**config.mk**
```make
export PLATFORM = sky130hd
export DESIGN_NAME = piv_apdu_responder
export DESIGN_NICKNAME = d
export VERILOG_FILES = /design/src/rtl/core/piv_pkg.sv /design/src/rtl/core/piv_cmd_decode.sv /design/src/rtl/core/piv_readout.sv /design/src/rtl/core/piv_apdu_responder.sv
export SDC_FILE = /design/constraint.sdc
export NUM_CORES = 1
export LEC_CHECK = 0
export ABC_AREA = 1
export CAP_MARGIN = 0
export CORE_AREA = 2 2 291 293
export CTS_CLUSTER_SIZE = 30
export DETAILED_ROUTE_END_ITERATION = 10
export DIE_AREA = 0 0 293 295
export DONT_BUFFER_PORTS = 1
export GPL_ROUTABILITY_DRIVEN = 0
export GPL_TIMING_DRIVEN = 0
export SLEW_MARGIN = 20
export SYNTH_ARGS = -nofsm -noshare
export SYNTH_HDL_FRONTEND = slang
export SYNTH_HIERARCHICAL = 1
export SYNTH_SLANG_ARGS = --single-unit
```
**constraint.sdc**
```tcl
create_clock -name clk -period 10.1 [get_ports clk]
set_input_delay 2.02 -clock clk [delete_from_list [all_inputs] [get_ports clk]]
set_output_delay 2.02 -clock clk [all_outputs]
set_load 0.01 [all_outputs]
```
**src/rtl/core/piv_pkg.sv**
```systemverilog
package piv_pkg;

    localparam int CMD_BYTES = 32;
    localparam int CMD_AW    = $clog2(CMD_BYTES);
    localparam int PARSE_BYTES = 18;
    localparam logic [16:0] LEN_TOP = 17'h1FFFF;

    localparam logic [7:0] INS_SELECT   = 8'hA4;
    localparam logic [7:0] INS_GET_DATA = 8'hCB;
    localparam logic [7:0] INS_GET_RESP = 8'hC0;
    localparam logic [7:0] INS_VERIFY   = 8'h20;
    localparam logic [7:0] INS_CHANGE   = 8'h24;
    localparam logic [7:0] INS_GEN_AUTH = 8'h87;
    localparam logic [7:0] TAG_LIST     = 8'h5C;

    localparam logic [15:0] SW_OK         = 16'h9000;
    localparam logic [7:0]  SW_MORE_HI    = 8'h61;
    localparam logic [15:0] SW_WRONG_LEN  = 16'h6700;
    localparam logic [15:0] SW_COND       = 16'h6985;
    localparam logic [15:0] SW_BAD_DATA   = 16'h6A80;
    localparam logic [15:0] SW_NOT_FOUND  = 16'h6A82;
    localparam logic [15:0] SW_BAD_P1P2   = 16'h6A86;
    localparam logic [15:0] SW_NO_OBJECT  = 16'h6A88;
    localparam logic [15:0] SW_BAD_INS    = 16'h6D00;
    localparam logic [15:0] SW_BAD_CLA    = 16'h6E00;

    typedef enum logic [2:0] {
        OBJ_NONE  = 3'd0,
        OBJ_PROP  = 3'd1,
        OBJ_DISC  = 3'd2,
        OBJ_CHUID = 3'd3,
        OBJ_CCC   = 3'd4,
        OBJ_KHIST = 3'd5
    } obj_t;

    localparam logic [7:0] PIV_AID [11] = '{8'hA0, 8'h00, 8'h00, 8'h03, 8'h08, 8'h00,
        8'h00, 8'h10, 8'h00, 8'h01, 8'h00};
    localparam logic [7:0] OBJ_PROP_B [19] = '{8'h61, 8'h11, 8'h4F, 8'h06, 8'h00, 8'h00,
        8'h10, 8'h00, 8'h01, 8'h00, 8'h79, 8'h07, 8'h4F, 8'h05, 8'hA0, 8'h00, 8'h00,
        8'h03, 8'h08};
    localparam logic [7:0] OBJ_DISC_B [20] = '{8'h7E, 8'h12, 8'h4F, 8'h0B, 8'hA0, 8'h00,
        8'h00, 8'h03, 8'h08, 8'h00, 8'h00, 8'h10, 8'h00, 8'h01, 8'h00, 8'h5F, 8'h2F,
        8'h02, 8'h40, 8'h00};
    localparam logic [7:0] OBJ_CCC_B [38] = '{8'h53, 8'h24, 8'hF0, 8'h15, 8'hA0, 8'h00,
        8'h00, 8'h01, 8'h16, 8'hFF, 8'h02, 8'h00, 8'h00, 8'h00, 8'h00, 8'h00, 8'h00,
        8'h00, 8'h00, 8'h10, 8'h00, 8'h00, 8'h00, 8'h00, 8'hF1, 8'h01, 8'h21, 8'hF2,
        8'h01, 8'h21, 8'hF3, 8'h00, 8'hF4, 8'h01, 8'h00, 8'hF5, 8'h01, 8'h10};
    localparam logic [7:0] OBJ_KHIST_B [11] = '{8'h53, 8'h09, 8'hC1, 8'h01, 8'h00, 8'hC2,
        8'h01, 8'h00, 8'hC3, 8'h01, 8'h00};
    // GUID bytes 31..46 are filled from the registers at read time
    localparam logic [7:0] OBJ_CHUID_B [61] = '{8'h53, 8'h3B,
        8'h30, 8'h19, 8'hD4, 8'hE7, 8'h39, 8'hDA, 8'h73, 8'h9C, 8'hED, 8'h39, 8'hCE,
        8'h73, 8'h9D, 8'h83, 8'h68, 8'h58, 8'h21, 8'h08, 8'h42, 8'h10, 8'h84, 8'h21,
        8'hC8, 8'h42, 8'h10, 8'hC3, 8'hEB,
        8'h34, 8'h10, 8'h00, 8'h00, 8'h00, 8'h00, 8'h00, 8'h00, 8'h00, 8'h00, 8'h00,
        8'h00, 8'h00, 8'h00, 8'h00, 8'h00, 8'h00, 8'h00,
        8'h35, 8'h08, 8'h32, 8'h30, 8'h34, 8'h36, 8'h30, 8'h31, 8'h30, 8'h31,
        8'h3E, 8'h00, 8'hFE, 8'h00};

    typedef struct packed {
        obj_t       obj;
        logic [7:0] start;
        logic [7:0] left;
    } pend_t;

    typedef struct packed {
        logic        kill;      // capacity below two: response dropped
        logic        emit;
        obj_t        obj;
        logic [7:0]  start;
        logic [8:0]  len;
        logic [15:0] status;
        logic        pend_we;
        pend_t       pend;
    } decision_t;

    function automatic logic [8:0] obj_len(obj_t obj);
        logic [8:0] n;
        case (obj)
            OBJ_PROP:  n = 9'd19;
            OBJ_DISC:  n = 9'd20;
            OBJ_CHUID: n = 9'd61;
            OBJ_CCC:   n = 9'd38;
            OBJ_KHIST: n = 9'd11;
            default:   n = 9'd0;
        endcase
        return n;
    endfunction

    function automatic logic [7:0] obj_byte(obj_t obj, logic [9:0] idx,
                                            logic [63:0] gh, logic [63:0] gl);
        logic [7:0] b;
        logic [2:0] k;
        b = 8'h00;
        k = 3'(idx - 10'd31);
        if ({1'b0, idx} < {2'b0, obj_len(obj)}) begin
            case (obj)
                OBJ_PROP:  b = OBJ_PROP_B[idx[4:0]];
                OBJ_DISC:  b = OBJ_DISC_B[idx[4:0]];
                OBJ_CCC:   b = OBJ_CCC_B[idx[5:0]];
                OBJ_KHIST: b = OBJ_KHIST_B[idx[3:0]];
                OBJ_CHUID:
                begin
                    if (idx >= 10'd31 && idx < 10'd39) begin
                        b = gh[{3'(3'd7 - k), 3'b000} +: 8];
                    end else if (idx >= 10'd39 && idx < 10'd47) begin
                        b = gl[{3'(3'd7 - 3'(idx - 10'd39)), 3'b000} +: 8];
                    end else begin
                        b = OBJ_CHUID_B[idx[5:0]];
                    end
                end
                default:   b = 8'h00;
            endcase
        end
        return b;
    endfunction

endpackage

```
**src/rtl/core/piv_cmd_decode.sv**
```systemverilog
module piv_cmd_decode (
    input  logic                  clk,
    input  logic                  rst_n,
    input  logic                  wr,
    input  logic [7:0]            cmd_byte,
    input  logic                  cmd_last,
    input  logic [12:0]           capacity,
    input  piv_pkg::pend_t        pend,
    output piv_pkg::decision_t    dec
);
    import piv_pkg::*;

    logic [7:0]  store_reg [CMD_BYTES];
    logic [16:0] len_reg, len_next;
    logic [15:0] tail_reg, tail_next;

    logic [16:0] len;
    logic [15:0] tail;
    logic [7:0]  cb [PARSE_BYTES];
    logic [7:0]  d  [11];
    logic [15:0] lc;
    logic [16:0] le;
    logic        ok, off7;
    logic [17:0] len18;
    logic [12:0] room;
    logic        use_reply;
    obj_t        robj;
    logic [8:0]  olen, take, rest;
    logic [7:0]  g_take, g_left;
    logic        aid11, aid9;

    assign len  = (len_reg < LEN_TOP) ? len_reg + 17'd1 : len_reg;
    assign tail = {tail_reg[7:0], cmd_byte};

    always_comb
    begin
        len_next  = cmd_last ? 17'd0 : len;
        tail_next = cmd_last ? 16'd0 : tail;
    end

    always_ff @(posedge clk or negedge rst_n)
    begin
        if (!rst_n) begin
            len_reg  <= '0;
            tail_reg <= '0;
        end else if (wr) begin
            len_reg  <= len_next;
            tail_reg <= tail_next;
        end
    end

    always_ff @(posedge clk)
    begin
        if (wr && len_reg < 17'(CMD_BYTES)) begin
            store_reg[len_reg[CMD_AW-1:0]] <= cmd_byte;
        end
    end

    // header bytes with the byte now arriving bypassed in
    always_comb
    begin
        for (int i = 0; i < PARSE_BYTES; i++) begin
            cb[i] = (len_reg == 17'(i)) ? cmd_byte : store_reg[i];
        end
    end

    always_comb
    begin
        ok   = 1'b0;
        lc   = '0;
        le   = '0;
        off7 = 1'b0;
        len18 = {1'b0, len};
        if (len == 17'd4) begin
            ok = 1'b1;
        end else if (len == 17'd5) begin
            le = (cb[4] != 8'd0) ? {9'd0, cb[4]} : 17'd256;
            ok = 1'b1;
        end else if (len > 17'd5 && cb[4] != 8'd0) begin
            lc = {8'd0, cb[4]};
            if (len18 == {2'b0, lc} + 18'd5) begin
                ok = 1'b1;
            end else if (len18 == {2'b0, lc} + 18'd6) begin
                le = (tail[7:0] != 8'd0) ? {9'd0, tail[7:0]} : 17'd256;
                ok = 1'b1;
            end
        end else if (len == 17'd7) begin
            le = (tail != 16'd0) ? {1'b0, tail} : 17'h10000;
            ok = 1'b1;
        end else if (len > 17'd7) begin
            lc   = {cb[5], cb[6]};
            off7 = 1'b1;
            if (len18 == {2'b0, lc} + 18'd7) begin
                ok = 1'b1;
            end else if (len18 == {2'b0, lc} + 18'd9) begin
                le = (tail != 16'd0) ? {1'b0, tail} : 17'h10000;
                ok = 1'b1;
            end
        end
        if (!ok) begin
            lc = '0;
        end
    end

    always_comb
    begin
        for (int i = 0; i < 11; i++) begin
            d[i] = off7 ? cb[7 + i] : cb[5 + i];
        end
    end

    always_comb
    begin
        aid9 = 1'b1;
        for (int i = 0; i < 9; i++) begin
            if (d[i] != PIV_AID[i]) aid9 = 1'b0;
        end
        aid11 = aid9 && d[9] == PIV_AID[9] && d[10] == PIV_AID[10] && lc == 16'd11;
        aid9  = aid9 && lc == 16'd9;
    end

    assign room = capacity - 13'd2;

    always_comb
    begin
        olen = obj_len(robj);
        take = olen;
        if (le != 17'd0 && {8'd0, take} > le) take = le[8:0];
        if ({4'd0, take} > room) take = room[8:0];
        rest = olen - take;

        g_take = pend.left;
        if (le != 17'd0 && {9'd0, g_take} > le) g_take = le[7:0];
        if ({5'd0, g_take} > room) g_take = room[7:0];
        g_left = pend.left - g_take;
    end

    always_comb
    begin
        dec       = '0;
        use_reply = 1'b0;
        robj      = OBJ_NONE;
        if (wr && cmd_last) begin
            if (capacity < 13'd2) begin
                dec.kill = 1'b1;
            end else if (!ok) begin
                dec.emit   = 1'b1;
                dec.status = SW_WRONG_LEN;
            end else if (cb[0] != 8'd0) begin
                dec.emit   = 1'b1;
                dec.status = SW_BAD_CLA;
            end else begin
                dec.emit = 1'b1;
                if (cb[1] != INS_GET_RESP) begin
                    dec.pend_we = 1'b1;
                end
                unique case (cb[1])
                    INS_SELECT:
                    begin
                        if (aid11 || aid9) begin
                            use_reply = 1'b1;
                            robj      = OBJ_PROP;
                        end else begin
                            dec.status = SW_NOT_FOUND;
                        end
                    end
                    INS_GET_DATA:
                    begin
                        if (cb[2] != 8'h3F || cb[3] != 8'hFF) begin
                            dec.status = SW_BAD_P1P2;
                        end else if (lc < 16'd3 || d[0] != TAG_LIST) begin
                            dec.status = SW_BAD_DATA;
                        end else if (lc == 16'd3 && d[1] == 8'd1 && d[2] == 8'h7E) begin
                            use_reply = 1'b1;
                            robj      = OBJ_DISC;
                        end else if (lc == 16'd5 && d[1] == 8'd3 && d[2] == 8'h5F
                                     && d[3] == 8'hC1 && d[4] == 8'h02) begin
                            use_reply = 1'b1;
                            robj      = OBJ_CHUID;
                        end else if (lc == 16'd5 && d[1] == 8'd3 && d[2] == 8'h5F
                                     && d[3] == 8'hC1 && d[4] == 8'h07) begin
                            use_reply = 1'b1;
                            robj      = OBJ_CCC;
                        end else if (lc == 16'd5 && d[1] == 8'd3 && d[2] == 8'h5F
                                     && d[3] == 8'hC1 && d[4] == 8'h0C) begin
                            use_reply = 1'b1;
                            robj      = OBJ_KHIST;
                        end else begin
                            dec.status = SW_NO_OBJECT;
                        end
                    end
                    INS_GET_RESP:
                    begin
                        if (pend.left == 8'd0) begin
                            dec.status = SW_COND;
                        end else begin
                            dec.obj     = pend.obj;
                            dec.start   = pend.start;
                            dec.len     = {1'b0, g_take};
                            dec.pend_we = 1'b1;
                            if (g_left == 8'd0) begin
                                dec.status = SW_OK;
                            end else begin
                                dec.status     = {SW_MORE_HI, g_left};
                                dec.pend.obj   = pend.obj;
                                dec.pend.start = pend.start + g_take;
                                dec.pend.left  = g_left;
                            end
                        end
                    end
                    INS_VERIFY, INS_CHANGE, INS_GEN_AUTH:
                    begin
                        dec.status = SW_COND;
                    end
                    default:
                    begin
                        dec.status = SW_BAD_INS;
                    end
                endcase
                if (use_reply) begin
                    dec.obj = robj;
                    dec.len = take;
                    if (rest == 9'd0) begin
                        dec.status = SW_OK;
                    end else begin
                        dec.status     = {SW_MORE_HI, rest[7:0]};
                        dec.pend.obj   = robj;
                        dec.pend.start = take[7:0];
                        dec.pend.left  = rest[7:0];
                    end
                end
            end
        end
    end

endmodule

```
**src/rtl/core/piv_readout.sv**
```systemverilog
module piv_readout (
    input  logic               clk,
    input  logic               rst_n,
    input  logic               rd,
    input  logic               out_stall,
    input  piv_pkg::decision_t dec,
    input  logic [63:0]        guid_high,
    input  logic [63:0]        guid_low,
    output piv_pkg::pend_t     pend,
    output logic               out_valid,
    output logic               resp_valid,
    output logic [7:0]         resp_byte,
    output logic               resp_last
);
    import piv_pkg::*;

    obj_t        obj_reg;
    logic [7:0]  start_reg;
    logic [8:0]  dlen_reg, pos_reg;
    logic [15:0] status_reg;
    logic        active_reg;
    pend_t       pend_reg;

    logic        ovalid_reg, rvalid_reg, rlast_reg;
    logic [7:0]  rbyte_reg;

    logic        rvalid_next, rlast_next;
    logic [7:0]  rbyte_next;

    assign pend = pend_reg;

    always_comb
    begin
        rvalid_next = active_reg;
        rbyte_next  = 8'h00;
        rlast_next  = 1'b0;
        if (active_reg) begin
            if (pos_reg < dlen_reg) begin
                rbyte_next = obj_byte(obj_reg, {2'b0, start_reg} + {1'b0, pos_reg},
                                      guid_high, guid_low);
            end else if (pos_reg == dlen_reg) begin
                rbyte_next = status_reg[15:8];
            end else begin
                rbyte_next = status_reg[7:0];
                rlast_next = 1'b1;
            end
        end
    end

    always_ff @(posedge clk or negedge rst_n)
    begin
        if (!rst_n) begin
            obj_reg    <= OBJ_NONE;
            start_reg  <= '0;
            dlen_reg   <= '0;
            status_reg <= '0;
            pos_reg    <= '0;
            active_reg <= 1'b0;
            pend_reg   <= '0;
            ovalid_reg <= 1'b0;
            rvalid_reg <= 1'b0;
            rbyte_reg  <= '0;
            rlast_reg  <= 1'b0;
        end else begin
            if (dec.kill) begin
                active_reg <= 1'b0;
            end else if (dec.emit) begin
                obj_reg    <= dec.obj;
                start_reg  <= dec.start;
                dlen_reg   <= dec.len;
                status_reg <= dec.status;
                pos_reg    <= '0;
                active_reg <= 1'b1;
            end else if (rd && active_reg) begin
                if (rlast_next) begin
                    active_reg <= 1'b0;
                    pos_reg    <= '0;
                end else begin
                    pos_reg <= pos_reg + 9'd1;
                end
            end
            if (dec.pend_we) begin
                pend_reg <= dec.pend;
            end
            if (rd) begin
                ovalid_reg <= 1'b1;
                rvalid_reg <= rvalid_next;
                rbyte_reg  <= rbyte_next;
                rlast_reg  <= rlast_next;
            end else if (!out_stall) begin
                ovalid_reg <= 1'b0;
            end
        end
    end

    assign out_valid  = ovalid_reg;
    assign resp_valid = rvalid_reg;
    assign resp_byte  = rbyte_reg;
    assign resp_last  = rlast_reg;

endmodule

```
**src/rtl/core/piv_apdu_responder.sv**
```systemverilog
// PIV command APDU responder.
// A read item's result is registered and appears in the cycle after the item is accepted.
// Throughput: one item per cycle while the input is not stalled; a command's final byte is parsed in the same cycle.
// Input stall is raised only while a result waits in the output register.
// Reset (rst_n, async, active low) clears control state; capacity returns to 258.
module piv_apdu_responder (
    input  logic        clk,
    input  logic        rst_n,
    input  logic        in_valid,
    output logic        in_stall,
    input  logic        op,
    input  logic [7:0]  cmd_byte,
    input  logic        cmd_last,
    output logic        out_valid,
    input  logic        out_stall,
    output logic        resp_valid,
    output logic [7:0]  resp_byte,
    output logic        resp_last,
    input  logic        cfg_we,
    input  logic [1:0]  cfg_index,
    input  logic [63:0] cfg_data
);
    import piv_pkg::*;

    localparam logic [1:0] REG_CAPACITY  = 2'd0;
    localparam logic [1:0] REG_GUID_HIGH = 2'd1;
    localparam logic [1:0] REG_GUID_LOW  = 2'd2;

    logic [12:0] capacity_reg;
    logic [63:0] guid_high_reg, guid_low_reg;

    logic      accept, wr, rd;
    decision_t dec;
    pend_t     pend;

    // one result slot: stall the input side only while it is held
    assign in_stall = out_valid & out_stall;
    assign accept   = in_valid & ~in_stall;
    assign wr       = accept & ~op;
    assign rd       = accept & op;

    // indexes past the list are ignored
    always_ff @(posedge clk or negedge rst_n)
    begin
        if (!rst_n) begin
            capacity_reg  <= 13'd258;
            guid_high_reg <= '0;
            guid_low_reg  <= '0;
        end else if (cfg_we) begin
            unique case (cfg_index)
                REG_CAPACITY:  capacity_reg  <= cfg_data[12:0];
                REG_GUID_HIGH: guid_high_reg <= cfg_data;
                REG_GUID_LOW:  guid_low_reg  <= cfg_data;
                default:       ;
            endcase
        end
    end

    // command capture and parse; decision valid on the final byte
    piv_cmd_decode u_decode (
        .clk      (clk),
        .rst_n    (rst_n),
        .wr       (wr),
        .cmd_byte (cmd_byte),
        .cmd_last (cmd_last),
        .capacity (capacity_reg),
        .pend     (pend),
        .dec      (dec)
    );

    // response state, chaining remainder and output register
    piv_readout u_readout (
        .clk        (clk),
        .rst_n      (rst_n),
        .rd         (rd),
        .out_stall  (out_stall),
        .dec        (dec),
        .guid_high  (guid_high_reg),
        .guid_low   (guid_low_reg),
        .pend       (pend),
        .out_valid  (out_valid),
        .resp_valid (resp_valid),
        .resp_byte  (resp_byte),
        .resp_last  (resp_last)
    );

endmodule
```
==> flow_summary.yaml, run 1 <==
run_status:
  status: "complete, no violations"
yosys:
  async_flop_share: 0.627
  syn_inst: 3897
  synth_warnings: 6
  ys_top_cells_by_area: "dfrtp_1 21%, nand2_1 16%, edfxtp_1 15%"
  synth.most_common_cell: "nand2_1"
  synth_enable_flop_cells: 144
  synth_seq_cells: 386
  yosys.area.top_type: "dfrtp_1"
  synth_seq_area_share: 0.368
  netlist_top_cells_count: "1207 x nand2_1, 347 x inv_1, 329 x nor2_1, 304 x nand3_1, 240 x dfrtp_1"
  yosysUniqueCellTypes: 79
  synth.top_cell.area_share: 0.213
  syn_area_per_cell_sq_um: 7.23
  synth_flop_cell: "dfrtp_1"
  syn-cell-area_sq_um: 28200
sta:
  period_minus_slack_ns: 9.76
  setup_viol: 0
  finalMaxSlewViolations: 0
  worst_slew_pin_slew_ns: 1.39
  finalCritPeriodShare: 0.966
  fmax_ghz: 0.102
  fin_skew_ns: 0.0373
  hold_violations: 0
  hold_ws_ns: 0.470
  slew_headroom: 0.0733
routing:
  drt-vias-per-instance: 5.46
  drc: 0
  final_antenna_net_count: 0
  drt_iter0_drc: 3191
  postRouteWirelength_um: 98600
  drtPass1Iterations: 7
  wl_per_cell_um: 19.3
  dr_total_vias: 27967
power_and_ir_drop:
  vdd_drop_max_uv: 191
  leakagePower_nw: 15.2
  power_density_nw_per_um2: 228
finish:
  diodes: 0
  final_cells: 5120
  syn2layout_area_growth_pct: 14.5
  fin_util: 0.388
  layout.nets: 4184
  drive_above_1_share: 0.144
  largest_register_ffs: 144
die:
  core-area_sq_um: 83200
  die_y_um: 295
  fp.dieArea_sq_um: 86400
  io_pins: 93
  fp-row-count: 106
  start_util: 0.339
  die_x_um: 293
worst_hold_path:
  min_to: "guid_high_reg[41]$_DFFE_PN0P_"
  hold_depth: 2
  min-delay-start: "guid_high_reg[41]$_DFFE_PN0P_"
  hp-class: "flop to flop"
worst_setup_path:
  r2r_end: "u_readout/status_reg[14]$_DFFE_PN0P_"
  worstPathArrival_ns: 10.20
  path_delay_family: "compound AO/OA/AOI/OAI gates"
  cp-end-kind: "flop"
  rr_startpoint: "u_decode/len_reg[16]$_DFFE_PN0P_"
  start_kind: "input port"
  r2r_cells: 59
  startpoint: "cmd_byte[1]"
  crit_fanout: 22
  setup.worst_path.class: "input port to flop"
  cpMostUsedCell: "nor2_1"
  max_stage_delay_ns: 0.66
  cp_slowest_cell: "o21ai_0"
  required_ns: 10.54
  rrSetupSlack_ns: 0.39
  cp_num_buf_inv: 11
run:
  drv_cap: 0
global_route:
  groute.usage.overall: 0.221
  gr-total-overflow: 0
  antenna_found_initial: 1
  grt_start_max_net_pins: 243
  grt_pass1_vias: 25737
  grt_pass1_wl_um: 150000
place:
  dp_hpwl_um: 73700
  place_inst: 4979
  io_buffers: 0
cts:
  cts_root_buf: "clkbuf_16"
  ctsHtreeMaxLevel: 2
  tritoncts: "built"
  cts_buffers: 47
  cts_sinks: 386
  ctsHoldBuffers: 0
  clkLatencyLatePin_ns: 0.61
  path_clk_slew_ns: 0.06
  clockBufferDepth: 3
## final cells by class
| class | count | area, sq um |
|---|---|---|
| fillers | 8669 | 50900 |
| multi-input cells | 2955 | 16000 |
| flip-flops and latches | 386 | 10400 |
| inverters | 390 | 1510 |
| well taps | 1080 | 1350 |
| clock buffers | 62 | 1310 |
| plain buffers | 168 | 993 |
| repair buffers | 54 | 443 |
| clock inverters | 25 | 248 |
## cell families (layout without fill, tap and decap cells)
kind of cell | count (synthesis) | count (layout) | synth area share
multiplexers | 42 | 42 | 0.0165
adder cells (fa/ha/maj) | 101 | 101 | 0.0459
other | 1 | 3 | 0.000133
AO/OA/AOI/OAI | 465 | 465 | 0.0987
buffers and inverters | 558 | 699 | 0.0853
XOR/XNOR | 61 | 61 | 0.0190
AND/OR/NAND/NOR | 2283 | 2283 | 0.366
flip-flops | 386 | 386 | 0.368
## routing by layer
metal	part of all wire	vias to the layer above	GRT usage
li1	-	13311	-
met2	0.44	1317	0.345
met1	0.43	13093	0.305
met4	0.037	2	0.0775
met5	0.000091	-	0
met3	0.093	244	0.0444
## where the power goes
part           internal (mW)  switching, mW  total (mW)
clock                  0.996          0.715        1.71
combinational           1.26           2.50        3.75
sequential              1.78          0.110        1.89
total                   4.03           3.32        7.35
## per-stage QoR
step	setup WS, ns	power [mW]	instance area [sq um]	setup TNS (ns)
finish	0.340	7.35	32300	0
global route	-0.106	7.78	32300	-1.04
CTS	0.000707	7.06	31400	0
detailed placement	-2.02	5.25	29500	-51.94
global placement	-1.98	5.23	29500	-52.68
floorplan	0.269	4.28	28200	0
## worst register-to-register path, delay by kind of cell (launching register included)
family | cells | cell delay (ns)
flip-flops | 1 | 0.61
AO/OA/AOI/OAI | 16 | 2.85
XOR/XNOR | 3 | 0.55
buffers and inverters | 12 | 1.59
adder cells (fa/ha/maj) | 4 | 1.22
AND/OR/NAND/NOR | 24 | 2.73
## worst max-delay path by stage
| stage | endpoint | slack (ns) | depth (start not counted) |
|---|---|---|---|
| after global routing | u_readout/pend[15]$_DFFE_PN0P_ | -0.11 | 71 |
| after floorplan | u_readout/pend[15]$_DFFE_PN0P_ | 0.27 | 62 |
| after detailed placement | u_readout/status_reg[14]$_DFFE_PN0P_ | -2.02 | 60 |
| after CTS | u_readout/status_reg[14]$_DFFE_PN0P_ | 0.0007 | 74 |
| after global placement | u_readout/pend[15]$_DFFE_PN0P_ | -1.98 | 57 |
| final | u_readout/status_reg[14]$_DFFE_PN0P_ | 0.34 | 54 |
## layout by cell type, fill, tap and decap left out, drive strengths merged, types with 27 or more instances in the layout
cell type     n
buf         171
xor2         47
o21ai       201
clkbuf      113
o22ai        36
a21oi       120
nand2      1258
nor4         27
nor2        359
nand3       322
mux2         36
inv         376
ha           97
dfrtp       240
nor3         65
edfxtp      144
nand4       209
## timing repair
action                     in CTS  in global routing
gates resized for setup        66                156
setup endpoints to repair      32                 32
pin swaps                       7                 43
setup buffers                  11                 43
Note: power is estimated with default switching activity, not from simulation.
==> inputs of run 2 (changes only) <==
--- a/config.mk
+++ b/config.mk
@@ -9,3 +9,6 @@
 export CAP_MARGIN = 0
+export CELL_PAD_IN_SITES_DETAIL_PLACEMENT = 2
+export CELL_PAD_IN_SITES_GLOBAL_PLACEMENT = 2
 export CORE_AREA = 2 2 291 293
+export CTS_BUF_LIST = sky130_fd_sc_hd__clkbuf_16
 export CTS_CLUSTER_SIZE = 30
@@ -16,2 +19,3 @@
 export GPL_TIMING_DRIVEN = 0
+export PLACE_DENSITY_LB_ADDON = 0.1
 export SLEW_MARGIN = 20
==> constraint.sdc (replaced) <==
create_clock -name clk -period 10.1 [get_ports clk]
set_input_delay 1.515 -clock clk [delete_from_list [all_inputs] [get_ports clk]]
set_output_delay 1.515 -clock clk [all_outputs]
set_load 0.01 [all_outputs]
==> flow_summary.yaml, run 2 (synthesized netlist as in run 1, its figures left out) <==
worst_setup_path:
  crit_fanout: 10
  path_depth: 58
  start_kind: "flop"
  r2r_cells: 58
  cp_slowest_cell: "o21ai_0"
  worstPathArrival_ns: 10.25
  path_delay_family: "compound AO/OA/AOI/OAI gates"
  cpMostUsedCell: "inv_2"
  cp-end-kind: "flop"
  cp_num_buf_inv: 9
  setup.worst_path.class: "flop to flop"
  required_ns: 10.56
  max_stage_delay_ns: 0.52
finish:
  layout.nets: 4233
  fin_util: 0.396
  syn2layout_area_growth_pct: 16.9
  finalInstanceArea_sq_um: 32900
  n_fill_cell: 9824
  final_cell_mix: "1151 x nand2_1, 337 x inv_1, 304 x nor2_1"
  drive_above_1_share: 0.167
  layout_commonest_cell: "nand2_1"
  largest_register_ffs: 144
cts:
  tritoncts: "built"
  cts_sinks: 386
  clockBufferDepth: 3
  cts_buffers: 47
  cts_root_buf: "clkbuf_16"
  path_clk_slew_ns: 0.06
  clkLatencyLatePin_ns: 0.61
  ctsHtreeMaxLevel: 2
die:
  fp-row-count: 106
  die_x_um: 293
  io_pins: 93
  core-area_sq_um: 83200
  fp.dieArea_sq_um: 86400
  die_y_um: 295
  start_util: 0.339
place:
  dp_hpwl_um: 96000
  placed_cell_area_sq_um: 29500
  io_buffers: 0
routing:
  postRouteWirelength_um: 128000
  drt_iter0_drc: 1826
  drtPass1Iterations: 5
  drt-vias-per-instance: 5.56
  wl_per_cell_um: 24.8
  drc: 0
  final_antenna_net_count: 0
  dr_total_vias: 28743
power_and_ir_drop:
  p_comb_frac: 0.536
  p_sw_mw: 3.64
  power_density_nw_per_um2: 236
  switching_share: 0.469
  p_seq_frac: 0.245
  internal-power_mw: 4.13
  leakagePower_nw: 15.5
  clock_power_share: 0.220
  vdd_drop_max_uv: 139
sta:
  finalCritPeriodShare: 0.969
  period_minus_slack_ns: 9.79
  finalMaxSlewViolations: 0
  slew_headroom: 0.265
  fmax_ghz: 0.102
  fin_skew_ns: 0.0179
  setup_viol: 0
  finalSetupTns_ns: 0
  rsz0062_at_grt: "true"
  worst_slew_pin_slew_ns: 1.09
  hold_violations: 0
run:
  drv_cap: 0
global_route:
  grt_start_max_net_pins: 243
  grt_pass1_vias: 30122
  gr-total-overflow: 0
  antenna_found_initial: 4
  groute.usage.overall: 0.288
  grt_pass1_wl_um: 189000
worst_hold_path:
  hold_depth: 2
  hp-class: "flop to flop"
run_status:
  status: "complete, no violations"
[run 2: cell count changes in the layout (fill, tap and decap cells not counted), sizes merged]
| cell | change |
|---|---|
| bufinv | +2 |
| diode | +3 |
| inv | +13 |
| nand2 | +1 |
| clkbuf | -10 |
| clkinvlp | -5 |
| buf | +43 |
[run 2: final cells by class]
cell class / count / area [sq um] / area share
multi-input cells: 2956 / 16400 / 0.497
flip-flops and latches: 386 / 10400 / 0.315
inverters: 390 / 1510 / 0.0457
well taps: 1080 / 1350 / 0.0410
clock buffers: 47 / 1180 / 0.0357
plain buffers: 167 / 980 / 0.0297
repair buffers: 103 / 821 / 0.0249
clock inverters: 35 / 330 / 0.0100
diodes: 3 / 7.51 / 0.000228
[run 2: timing repair]
| item | CTS | global route |
|---|---|---|
| endpoints found under the setup margin | 37 | 32 |
| buffers inserted | 30 | 71 |
| pin swaps | 23 | 81 |
| gates resized for setup | 125 | 175 |
| hold buffers | 0 | 0 |
| gates cloned | 0 | 3 |
[run 2: path summary, 6_finish.rpt]
kind	from	endpoint	slack [ns]
max in group asynchronous	rst_n	u_readout/pos_reg[4]$_DFFE_PN0P_	8.84
setup / recovery	u_decode/len_reg[1]$_DFFE_PN0P_	u_readout/status_reg[14]$_DFFE_PN0P_	0.31
hold / removal	guid_high_reg[40]$_DFFE_PN0P_	guid_high_reg[40]$_DFFE_PN0P_	0.47
min in group asynchronous	rst_n	guid_low_reg[61]$_DFFE_PN0P_	0.66
setup reg to reg	u_decode/len_reg[1]$_DFFE_PN0P_	u_readout/status_reg[14]$_DFFE_PN0P_	0.31
hold reg to reg	guid_high_reg[40]$_DFFE_PN0P_	guid_high_reg[40]$_DFFE_PN0P_	0.47
[run 2: power groups by stage]
stage	logic (mW)	clock network [mW]	registers (mW)
finish	4.16	1.71	1.90
global route	4.51	1.79	1.92
CTS	3.79	1.74	1.90
detailed placement	3.58	0	1.93
global placement	3.50	0	1.92
floorplan	2.40	0	1.88
[run 2: routing by layer]
metal  vias up  part of all wire  track usage
li1      13382                 -            -
met1     14476              0.46        0.403
met2       699              0.45        0.454
met3       184             0.060       0.0504
met4         2             0.029       0.0861
met5         -           0.00010            0
[run 2: tightest hold or removal path, cell delays in order (launching register included)]
cell,delay (ns)
dfrtp_1,0.34
nand2_1,0.05
nand2_1,0.05
[run 2: stage by stage]
step | power (mW) | setup WS, ns | cells | hold WS, ns
after global placement | 5.43 | -2.57 | 4979 | 0.455
after CTS | 7.43 | 0.000669 | 5091 | 0.476
after global routing | 8.22 | -0.270 | 5164 | 0.491
after detailed placement | 5.50 | -2.75 | 4979 | 0.459
after floorplan | 4.28 | 0.774 | 3899 | 0.442
final | 7.77 | 0.312 | 5167 | 0.472
